[src/rtl/core/pst_pkg.sv]
// Package for the pan-tilt scan sequencer: command and register codes,
// result and bundle types, Q4.12 thresholds and 12-bit signed speeds.
// No dependencies.
package pst_pkg;

  // Command codes of an input request
  typedef enum logic [1:0] {
    CMD_TICK   = 2'd0,
    CMD_SAMPLE = 2'd1,
    CMD_START  = 2'd2
  } cmd_e;

  // Configuration register indexes
  typedef enum logic [1:0] {
    REG_SCAN_END   = 2'd0,
    REG_SCAN_START = 2'd1,
    REG_SCAN_SPEED = 2'd2,
    REG_RECOVERY   = 2'd3
  } reg_e;

  // Result kinds and joints
  localparam logic KIND_VEL    = 1'b0;
  localparam logic KIND_DONE   = 1'b1;
  localparam logic JOINT_PAN   = 1'b0;
  localparam logic JOINT_TILT  = 1'b1;

  localparam int unsigned ANGLE_W = 16;
  localparam int unsigned VEL_W   = 12;
  localparam int unsigned MAX_RES = 4;
  localparam int unsigned CNT_W   = $clog2(MAX_RES + 1);
  localparam int unsigned IDX_W   = $clog2(MAX_RES);
  localparam int unsigned QDEPTH  = 2;
  localparam int unsigned QPTR_W  = $clog2(QDEPTH);
  localparam int unsigned QCNT_W  = $clog2(QDEPTH + 1);

  // Q4.12 angle constants and 12-bit signed speeds
  localparam logic signed [ANGLE_W-1:0] BAND_HI      = -16'sd12861;
  localparam logic signed [ANGLE_W-1:0] BAND_LO      = -16'sd12902;
  localparam logic signed [ANGLE_W:0]   JUMP_LIMIT   = 17'sd1229;
  localparam logic signed [ANGLE_W-1:0] CENTRE_WIN   = 16'sd410;
  localparam logic signed [ANGLE_W-1:0] TILT_NEAR    = 16'sd1229;
  localparam logic signed [ANGLE_W-1:0] SETTLE_WIN   = 16'sd41;
  localparam logic signed [ANGLE_W-1:0] SLOW_ZONE    = -16'sd715;
  localparam logic signed [VEL_W-1:0]   VEL_FAST     = 12'sd410;
  localparam logic signed [VEL_W-1:0]   VEL_SLOW     = 12'sd123;
  localparam logic signed [VEL_W-1:0]   VEL_ZERO     = 12'sd0;

  // Register reset values
  localparam logic signed [ANGLE_W-1:0] RST_SCAN_END   = -16'sd12861;
  localparam logic signed [ANGLE_W-1:0] RST_SCAN_START = 16'sd0;
  localparam logic signed [VEL_W-1:0]   RST_SCAN_SPEED = -12'sd102;
  localparam logic signed [VEL_W-1:0]   RST_RECOVERY   = 12'sd1229;

  typedef struct packed {
    logic                    kind;
    logic                    joint;
    logic signed [VEL_W-1:0] velocity;
  } result_t;

  // All results caused by one request
  typedef struct packed {
    logic [CNT_W-1:0]          count;
    result_t [MAX_RES-1:0]     res;
  } bundle_t;

endpackage

[src/rtl/core/pst_front.sv]
// Front end: accepts requests and configuration writes, runs the glitch
// filter and the sequencing flags, and builds one result bundle per request.
// Depends on pst_pkg.
module pst_front (
  input  logic                   clk_i,
  input  logic                   rst_ni,
  input  logic                   in_valid_i,
  output logic                   in_ready_o,
  input  logic [1:0]             command_i,
  input  logic signed [15:0]     pan_position_i,
  input  logic signed [15:0]     tilt_position_i,
  input  logic                   start_flag_i,
  input  logic                   cfg_valid_i,
  output logic                   cfg_ready_o,
  input  logic [1:0]             cfg_index_i,
  input  logic [15:0]            cfg_data_i,
  input  logic                   q_full_i,
  output logic                   push_o,
  output pst_pkg::bundle_t       bundle_o
);

  logic signed [pst_pkg::ANGLE_W-1:0] scan_end_q, scan_start_q;
  logic signed [pst_pkg::VEL_W-1:0]   scan_speed_q, recovery_q;

  logic signed [pst_pkg::ANGLE_W-1:0] pan_angle_q, pan_angle_d;
  logic signed [pst_pkg::ANGLE_W-1:0] held_pan_q, held_pan_d;
  logic held_valid_q, held_valid_d;
  logic scanning_q, scanning_d;
  logic recovering_q, recovering_d;
  logic init_q, init_d;
  logic cpan_q, cpan_d;
  logic ctilt_q, ctilt_d;

  logic accept;
  pst_pkg::result_t [pst_pkg::MAX_RES-1:0] cand;
  logic [pst_pkg::MAX_RES-1:0]             cand_en;
  pst_pkg::bundle_t                        bundle;

  logic signed [pst_pkg::ANGLE_W-1:0] held_eff, pan_f;
  logic signed [pst_pkg::ANGLE_W:0]   diff;
  logic glitch;

  assign in_ready_o  = !q_full_i;
  assign cfg_ready_o = 1'b1;
  assign accept      = in_valid_i && in_ready_o;

  // Glitch filter: hold last pan on a big jump inside the wrap band
  always_comb begin
    held_eff = held_valid_q ? held_pan_q : pan_position_i;
    diff     = {held_eff[15], held_eff} - {pan_position_i[15], pan_position_i};
    glitch   = (diff > pst_pkg::JUMP_LIMIT || diff < -pst_pkg::JUMP_LIMIT)
               && pan_position_i < pst_pkg::BAND_HI
               && pan_position_i > pst_pkg::BAND_LO;
    pan_f    = glitch ? held_eff : pan_position_i;
  end

  always_comb begin
    pan_angle_d  = pan_angle_q;
    held_pan_d   = held_pan_q;
    held_valid_d = held_valid_q;
    scanning_d   = scanning_q;
    recovering_d = recovering_q;
    init_d       = init_q;
    cpan_d       = cpan_q;
    ctilt_d      = ctilt_q;
    cand         = '0;
    cand_en      = '0;
    case (pst_pkg::cmd_e'(command_i))
      pst_pkg::CMD_TICK: begin
        cand[1].kind     = pst_pkg::KIND_VEL;
        cand[1].joint    = pst_pkg::JOINT_PAN;
        cand[1].velocity = pst_pkg::VEL_ZERO;
        cand_en[1]       = 1'b1;
        if (scanning_q) begin
          cand[1].velocity = scan_speed_q;
          if (pan_angle_q < scan_end_q) begin
            scanning_d     = 1'b0;
            recovering_d   = 1'b1;
            cand[0].kind   = pst_pkg::KIND_DONE;
            cand_en[0]     = 1'b1;
          end
        end
        if (recovering_d) begin
          cand[1].velocity = recovery_q;
          if (pan_angle_q > pst_pkg::SLOW_ZONE) begin
            cand[1].velocity = pst_pkg::VEL_FAST;
          end
          if (pan_angle_q > scan_start_q) begin
            cand[1].velocity = pst_pkg::VEL_ZERO;
            recovering_d     = 1'b0;
          end
        end
      end
      pst_pkg::CMD_SAMPLE: begin
        held_valid_d = 1'b1;
        held_pan_d   = pan_f;
        pan_angle_d  = pan_f;
        if (init_q) begin
          cand[0].kind     = pst_pkg::KIND_VEL;
          cand[0].joint    = pst_pkg::JOINT_PAN;
          cand[0].velocity = (pan_f < 0) ? pst_pkg::VEL_FAST : -pst_pkg::VEL_FAST;
          cand_en[0]       = cpan_q;
          if (pan_f > -pst_pkg::CENTRE_WIN && pan_f < pst_pkg::CENTRE_WIN) begin
            cpan_d  = 1'b0;
            ctilt_d = 1'b1;
          end
          cand[1].kind  = pst_pkg::KIND_VEL;
          cand[1].joint = pst_pkg::JOINT_TILT;
          if (tilt_position_i < 0) begin
            cand[1].velocity = (tilt_position_i > -pst_pkg::TILT_NEAR) ?
                               pst_pkg::VEL_SLOW : pst_pkg::VEL_FAST;
          end else begin
            cand[1].velocity = (tilt_position_i < pst_pkg::TILT_NEAR) ?
                               -pst_pkg::VEL_SLOW : -pst_pkg::VEL_FAST;
          end
          cand_en[1] = ctilt_d;
          // tilt settled: notice, then tilt stop
          if (tilt_position_i > -pst_pkg::SETTLE_WIN &&
              tilt_position_i < pst_pkg::SETTLE_WIN) begin
            cpan_d           = 1'b0;
            ctilt_d          = 1'b0;
            init_d           = 1'b0;
            cand[2].kind     = pst_pkg::KIND_DONE;
            cand_en[2]       = 1'b1;
            cand[3].kind     = pst_pkg::KIND_VEL;
            cand[3].joint    = pst_pkg::JOINT_TILT;
            cand[3].velocity = pst_pkg::VEL_ZERO;
            cand_en[3]       = 1'b1;
          end
        end
      end
      pst_pkg::CMD_START: begin
        scanning_d = start_flag_i;
      end
      default: begin
      end
    endcase
  end

  // Pack enabled candidates in order
  always_comb begin
    bundle = '0;
    for (int i = 0; i < pst_pkg::MAX_RES; i++) begin
      if (cand_en[i]) begin
        bundle.res[bundle.count[pst_pkg::IDX_W-1:0]] = cand[i];
        bundle.count = bundle.count + 1'b1;
      end
    end
  end

  assign bundle_o = bundle;
  assign push_o   = accept && (bundle.count != '0);

  always_ff @(posedge clk_i or negedge rst_ni) begin
    if (!rst_ni) begin
      scan_end_q   <= pst_pkg::RST_SCAN_END;
      scan_start_q <= pst_pkg::RST_SCAN_START;
      scan_speed_q <= pst_pkg::RST_SCAN_SPEED;
      recovery_q   <= pst_pkg::RST_RECOVERY;
    end else if (cfg_valid_i && cfg_ready_o) begin
      case (pst_pkg::reg_e'(cfg_index_i))
        pst_pkg::REG_SCAN_END:   scan_end_q   <= cfg_data_i;
        pst_pkg::REG_SCAN_START: scan_start_q <= cfg_data_i;
        pst_pkg::REG_SCAN_SPEED: scan_speed_q <= cfg_data_i[pst_pkg::VEL_W-1:0];
        pst_pkg::REG_RECOVERY:   recovery_q   <= cfg_data_i[pst_pkg::VEL_W-1:0];
        default: begin
        end
      endcase
    end
  end

  always_ff @(posedge clk_i or negedge rst_ni) begin
    if (!rst_ni) begin
      pan_angle_q  <= '0;
      held_pan_q   <= '0;
      held_valid_q <= 1'b0;
      scanning_q   <= 1'b0;
      recovering_q <= 1'b0;
      init_q       <= 1'b1;
      cpan_q       <= 1'b1;
      ctilt_q      <= 1'b0;
    end else if (accept) begin
      pan_angle_q  <= pan_angle_d;
      held_pan_q   <= held_pan_d;
      held_valid_q <= held_valid_d;
      scanning_q   <= scanning_d;
      recovering_q <= recovering_d;
      init_q       <= init_d;
      cpan_q       <= cpan_d;
      ctilt_q      <= ctilt_d;
    end
  end

endmodule

[src/rtl/core/pst_queue.sv]
// Short bundle queue between front and back end.
// Depends on pst_pkg.
module pst_queue (
  input  logic             clk_i,
  input  logic             rst_ni,
  input  logic             push_i,
  input  pst_pkg::bundle_t bundle_i,
  input  logic             pop_i,
  output logic             full_o,
  output logic             valid_o,
  output pst_pkg::bundle_t head_o
);

  pst_pkg::bundle_t                 mem_q [pst_pkg::QDEPTH];
  logic [pst_pkg::QPTR_W-1:0]       wr_q, wr_d, rd_q, rd_d;
  logic [pst_pkg::QCNT_W-1:0]       cnt_q, cnt_d;

  assign full_o  = (cnt_q == pst_pkg::QCNT_W'(pst_pkg::QDEPTH));
  assign valid_o = (cnt_q != '0);
  assign head_o  = mem_q[rd_q];

  always_comb begin
    wr_d  = push_i ? wr_q + 1'b1 : wr_q;
    rd_d  = pop_i  ? rd_q + 1'b1 : rd_q;
    cnt_d = cnt_q;
    if (push_i && !pop_i) cnt_d = cnt_q + 1'b1;
    if (pop_i && !push_i) cnt_d = cnt_q - 1'b1;
  end

  always_ff @(posedge clk_i or negedge rst_ni) begin
    if (!rst_ni) begin
      wr_q  <= '0;
      rd_q  <= '0;
      cnt_q <= '0;
    end else begin
      wr_q  <= wr_d;
      rd_q  <= rd_d;
      cnt_q <= cnt_d;
    end
  end

  always_ff @(posedge clk_i) begin
    if (push_i) begin
      mem_q[wr_q] <= bundle_i;
    end
  end

endmodule

[src/rtl/core/pst_back.sv]
// Back end: steps through the head bundle, one result a cycle unless output stalls.
// Depends on pst_pkg.
module pst_back (
  input  logic                    clk_i,
  input  logic                    rst_ni,
  input  logic                    head_valid_i,
  input  pst_pkg::bundle_t        head_i,
  output logic                    pop_o,
  output logic                    out_valid_o,
  input  logic                    out_ready_i,
  output logic                    kind_o,
  output logic                    joint_o,
  output logic signed [11:0]      velocity_o,
  output logic                    last_o
);

  logic [pst_pkg::IDX_W-1:0] idx_q, idx_d;
  logic fire;
  pst_pkg::result_t cur;

  assign cur         = head_i.res[idx_q];
  assign out_valid_o = head_valid_i;
  assign kind_o      = cur.kind;
  assign joint_o     = cur.joint;
  assign velocity_o  = cur.velocity;
  assign last_o      = ({1'b0, idx_q} == head_i.count - 1'b1);
  assign fire        = out_valid_o && out_ready_i;
  assign pop_o       = fire && last_o;

  always_comb begin
    idx_d = idx_q;
    if (fire) idx_d = last_o ? '0 : idx_q + 1'b1;
  end

  always_ff @(posedge clk_i or negedge rst_ni) begin
    if (!rst_ni) begin
      idx_q <= '0;
    end else begin
      idx_q <= idx_d;
    end
  end

endmodule

[src/rtl/core/pan_tilt_scan_sequencer.sv]
// Top level of the pan-tilt scan sequencer: front end, bundle queue, back end.
// Depends on pst_pkg, pst_front, pst_queue, pst_back.
//
// Channel  Direction  Handshake               Payload
// in       input      in_valid_i/in_ready_o   command, pan/tilt position, start flag
// out      output     out_valid_o/out_ready_i kind, joint, velocity, last
// cfg      input      cfg_valid_i/cfg_ready_o cfg_index_i, cfg_data_i
//
// A request is accepted whenever the two-entry bundle queue has room; its
// state update is registered when it is accepted.
// Results leave one per cycle while out_ready_i is high; a queued request
// carries 1 to 4 results, presented in order before its bundle is popped.
// Reset is asynchronous, active low; registers return to their defaults and
// no clearing pass is needed. cfg_ready_o is always high.
// A stalled output holds the head bundle; the front keeps accepting until the
// queue is full.
module pan_tilt_scan_sequencer (
  input  logic               clk_i,
  input  logic               rst_ni,
  input  logic               in_valid_i,
  output logic               in_ready_o,
  input  logic [1:0]         command_i,
  input  logic signed [15:0] pan_position_i,
  input  logic signed [15:0] tilt_position_i,
  input  logic               start_flag_i,
  output logic               out_valid_o,
  input  logic               out_ready_i,
  output logic               kind_o,
  output logic               joint_o,
  output logic signed [11:0] velocity_o,
  output logic               last_o,
  input  logic               cfg_valid_i,
  output logic               cfg_ready_o,
  input  logic [1:0]         cfg_index_i,
  input  logic [15:0]        cfg_data_i
);

  logic             push, pop, q_full, head_valid;
  pst_pkg::bundle_t bundle, head;

  // Front: classifies the request and updates sequencing state
  pst_front u_front (
    .clk_i           (clk_i),
    .rst_ni          (rst_ni),
    .in_valid_i      (in_valid_i),
    .in_ready_o      (in_ready_o),
    .command_i       (command_i),
    .pan_position_i  (pan_position_i),
    .tilt_position_i (tilt_position_i),
    .start_flag_i    (start_flag_i),
    .cfg_valid_i     (cfg_valid_i),
    .cfg_ready_o     (cfg_ready_o),
    .cfg_index_i     (cfg_index_i),
    .cfg_data_i      (cfg_data_i),
    .q_full_i        (q_full),
    .push_o          (push),
    .bundle_o        (bundle)
  );

  // Only requests that cause results are queued
  pst_queue u_queue (
    .clk_i    (clk_i),
    .rst_ni   (rst_ni),
    .push_i   (push),
    .bundle_i (bundle),
    .pop_i    (pop),
    .full_o   (q_full),
    .valid_o  (head_valid),
    .head_o   (head)
  );

  // Back: serialises the head bundle onto the output channel
  pst_back u_back (
    .clk_i        (clk_i),
    .rst_ni       (rst_ni),
    .head_valid_i (head_valid),
    .head_i       (head),
    .pop_o        (pop),
    .out_valid_o  (out_valid_o),
    .out_ready_i  (out_ready_i),
    .kind_o       (kind_o),
    .joint_o      (joint_o),
    .velocity_o   (velocity_o),
    .last_o       (last_o)
  );

endmodule

[config.mk]
export PLATFORM = sky130hd
export DESIGN_NAME = pan_tilt_scan_sequencer
export DESIGN_NICKNAME = d
export VERILOG_FILES = /design/src/rtl/core/pst_pkg.sv /design/src/rtl/core/pst_front.sv /design/src/rtl/core/pst_queue.sv /design/src/rtl/core/pst_back.sv /design/src/rtl/core/pan_tilt_scan_sequencer.sv
export SDC_FILE = /design/constraint.sdc
export NUM_CORES = 1
export LEC_CHECK = 0
export BUFFER_PORTS_ARGS = -buffer_cell sky130_fd_sc_hd__buf_4
export CORE_MARGIN = 4
export CORE_UTILIZATION = 65
export CTS_CLUSTER_DIAMETER = 30
export DETAILED_ROUTE_END_ITERATION = 8
export PLACE_DENSITY = 0.81
export SETUP_SLACK_MARGIN = 0.15
export SLEW_MARGIN = 5
export SYNTH_ARGS = -nofsm -noshare
export SYNTH_HDL_FRONTEND = slang
export SYNTH_HIERARCHICAL = 1
export SYNTH_SLANG_ARGS = --single-unit
[constraint.sdc]
create_clock -name clk_i -period 24.3 [get_ports clk_i]
set_input_delay 4.86 -clock clk_i [delete_from_list [all_inputs] [get_ports clk_i]]
set_output_delay 4.86 -clock clk_i [all_outputs]
set_load 0.01 [all_outputs]
==> summary.md <==
| Metric | Value |
|---|---|
| Synth warn | 6 |
| Ranking of synthesized cells by area | edfxtp_1 (30%), dfrtp_1 (13%), mux2_4 (7.5%) |
| Final worst-path cycle share | 0.478 |
| Site row count | 48 |
| Die Area | slightly above 0.02 mm2 |
| Initial antenna violation count | 0 |
| Worst slew pin tran | 1.26 ns |
| Synth Instances | 986 |
| Clk_skew | about 0.015 ns |
| DR WL/cell | just under 20 um |
| Wire length of the first global-routing pass | between 40000 and 50000 um |
| Worst setup EP type | flop |
| Relative slew slack | 0.156 |
| Buffers on Ports | 74 |
| Setup repair after global routing missed its margin | false |
| Worst EP arrival | about 12 ns |
| N_diodes | 0 |
| Setup CP Type | primary input to flop |
| Period minus WS final | 11.62 ns |
| Most frequent cells in the layout | edfxtp_1 (118), buf_4 (81), inv_1 (73), nand2_1 (66), mux2_4 (59) |
| Number of detailed-route iterations in the first pass | 5 |
| Register area share after synthesis | 0.483 |
| Clock transition at path regs | 0.05 ns |
| Seq cells post-synth | about 200 |
| Worst slack, placed | roughly 12 ns |
| Worst endpoint required time | roughly 24 ns |
| Setup TNS | 0 ns |
| Mapped cell area | approximately 0.012 mm2 |
| IR drop worst, VDD | 0.0837 mV |
| Core area | ~0.018 mm2 |
| Largest net degree at the start of global routing | 76 |
| Die W | 142 um |
| Max Fclk | 0.0861 GHz |
| Iteration-0 DRC Markers | ~640 |
| Setup Buffers After CTS | 0 |
| P&R area growth vs syn | 15.0% |
| Routed Antenna Nets | 0 |
| Global route overflow | 0 |
| Skew-Pair Late Insertion Delay | around 0.5 ns |
| Clk root buf | clkbuf_16 |
| # nets final | around 1200 |
| # hold bufs at CTS | 0 |
| Tot GR Track Use | 0.256 |
| Number of H-tree levels | 2 |
| Count of final setup violators | 0 |
| Worst setup margin | between 10 and 15 ns |
| CTS Buffer Depth | 3 |
| Starting Density | 0.670 |
| Share of cells above drive strength 1 | 0.273 |
| P per Cell Area | about 110 mW/mm2 |
| Crit Path Max Fanout | 42 |
| Clk sinks | 202 |
| Final Hold Viols | 0 |
| Async SR Flop Fraction | 0.416 |
| Placer's final routability congestion estimate | approximately 0.94 |
| Lkg Pwr | 0.00569 uW |
| # DRC | 0 |
| Outcome | finished clean |
| Post-Syn Area per Cell | around 12 um2 |
| HPWL Detailed | about 18000 um |
| Worst Hold Class | flop to flop |
| Number of distinct library cells after synthesis | 77 |
| Leading cell type in the layout, fill and taps excluded | edfxtp_1 |
| Post-CTS sizing | 0 |
| Most area-hungry cell type in the Yosys netlist | edfxtp_1 |
| Top_reg_cell synth | edfxtp_1 |
| DR vias | ~8100 |
| CP startpoint kind | primary input |
| Final Max Tran Viols | 0 |
| Yosys top cell area share | 0.301 |
| # IOs | between 70 and 80 |
| Vias per cell | around 6.2 |
| Die Ht | approximately 140 um |
| MaxCap Viol Count | 0 |
| Number of synthesized flops with an enable pin | 118 |
| Filler Cell Count | about 1000 |
| CTS tree | built |
| Vias in the first global route | slightly above 8000 |
| Cts bufs inserted | 37 |
| DRT Wirelength | about 26000 um |
synthesized netlist by cell type (4+ instances only):
cell type and n:
mux2_4 59, and3_1 4, or3_1 6, or4_1 4, nand4_1 10, o21ai_0 58, o22ai_1 6, mux4_2 8
o211a_1 4, a311oi_1 4, clkbuf_1 17, nor3b_1 4, buf_12 7, or2_2 6, mux4_1 6, ha_1 54
mux2_2 52, o211ai_1 6, a21oi_1 37, edfxtp_1 118, xnor2_1 7, dfstp_2 25, inv_1 73, xor2_1 7
a211o_1 5, nand3_1 15, nor2b_1 12, buf_2 6, nor2_1 36, a2111o_1 4, a221oi_1 9, o31a_1 4
o21ai_1 10, mux2i_1 7, a31oi_1 8, nor3_1 33, buf_4 26, a21o_1 24, and2_1 9, dfrtp_1 59
nand2_1 66, o21a_1 7
critical path: stages:
cell and delay [ns]:
buf_4 0.13, mux2i_1 0.21, ha_1 0.21, inv_1 0.05
fa_1 0.39, a21o_1 0.23, a311o_1 0.39, a211o_1 0.30
a32o_1 0.21, or4_1 0.50, and3_1 0.21, or3_1 0.47
a31oi_1 0.35, o311ai_2 0.18, a31oi_1 1.02, inv_1 0.16
ha_1 0.27, ha_1 0.31, nor3_1 0.05, nor2_1 0.19
and2_2 0.48, buf_4 0.55
cells by family after synthesis:
kind of cell,after synthesis,synth area share
AOI/OAI and AO/OA,225,0.130
and+or+nand+nor,221,0.0933
DFF,202,0.483
buffers and inverters,135,0.0637
muxes,132,0.160
adders and majority gates,55,0.0592
xor gates and xnor gates,14,0.0104
other,2,0.000639
per-layer routing:
| layer | vias to the layer above | global-route usage | wire (um) |
|---|---|---|---|
| met5 | - | 0 | 0 |
| met4 | 0 | 0.0840 | 747 |
| met3 | 69 | 0.0433 | 1460 |
| met2 | 305 | 0.438 | 12900 |
| met1 | 3922 | 0.335 | 10900 |
| li1 | 3841 | - | - |
power breakdown:
part,internal (uW),switching (uW),leakage (uW)
Clock,337,167,0.000607
Sequential,424,84.2,0.00203
Combinational,276,255,0.00305
Total,1040,506,0.00569
per-stage QoR:
step	cell area [um2]	instances	power, uW	hold WS, ns	util
3_5_place_dp	12300	1253	1030	0.474	0.700
5_1_grt	13500	1319	1630	0.492	0.771
6_report	13500	1319	1540	0.493	0.771
2_1_floorplan	11800	1009	910	0.447	-
3_3_place_gp	12300	1253	1020	0.466	0.700
4_1_cts	13500	1319	1550	0.482	0.771
registers in the layout, summed over array words and instances, names as in the netlist, 2 cells and up:
register              cells
u_queue/cnt_q             2
u_front/scan_speed_q     12
u_front/held_pan_q       16
u_back/idx_q              2
u_front/scan_start_q     16
u_front/recovery_q       12
u_queue/mem_q           118
u_front/scan_end_q       16
worst paths after layout:
check	slack, ns	startpoint	depth (start not counted)	endpoint
setup / recovery	12.68	pan_position_i[0]	22	u_queue/mem_q[1][49]$_DFFE_PP_
hold / removal	0.49	u_front/cpan_q$_DFFE_PN1P_	2	u_front/cpan_q$_DFFE_PN1P_
setup reg to reg	16.46	u_front/held_valid_q$_DFFE_PN0P_	22	u_queue/mem_q[1][49]$_DFFE_PP_
hold reg to reg	0.49	u_front/cpan_q$_DFFE_PN1P_	2	u_front/cpan_q$_DFFE_PN1P_
max in group asynchronous	18.96	rst_ni	2	u_front/recovery_q[11]$_DFFE_PN0P_
min in group asynchronous	4.19	rst_ni	1	u_front/scanning_q$_DFFE_PN0P_
final cells by class:
class | count | area [um2] | area share
Sequential cell | 202 | 5680 | 0.420
Multi-Input combinational cell | 672 | 5430 | 0.402
Clock buffer | 44 | 1000 | 0.0742
Timing Repair Buffer | 81 | 608 | 0.0450
Tap cell | 225 | 282 | 0.0208
Inverter | 73 | 274 | 0.0203
Clock inverter | 22 | 244 | 0.0180
Note: power is estimated with default switching activity, not from simulation.
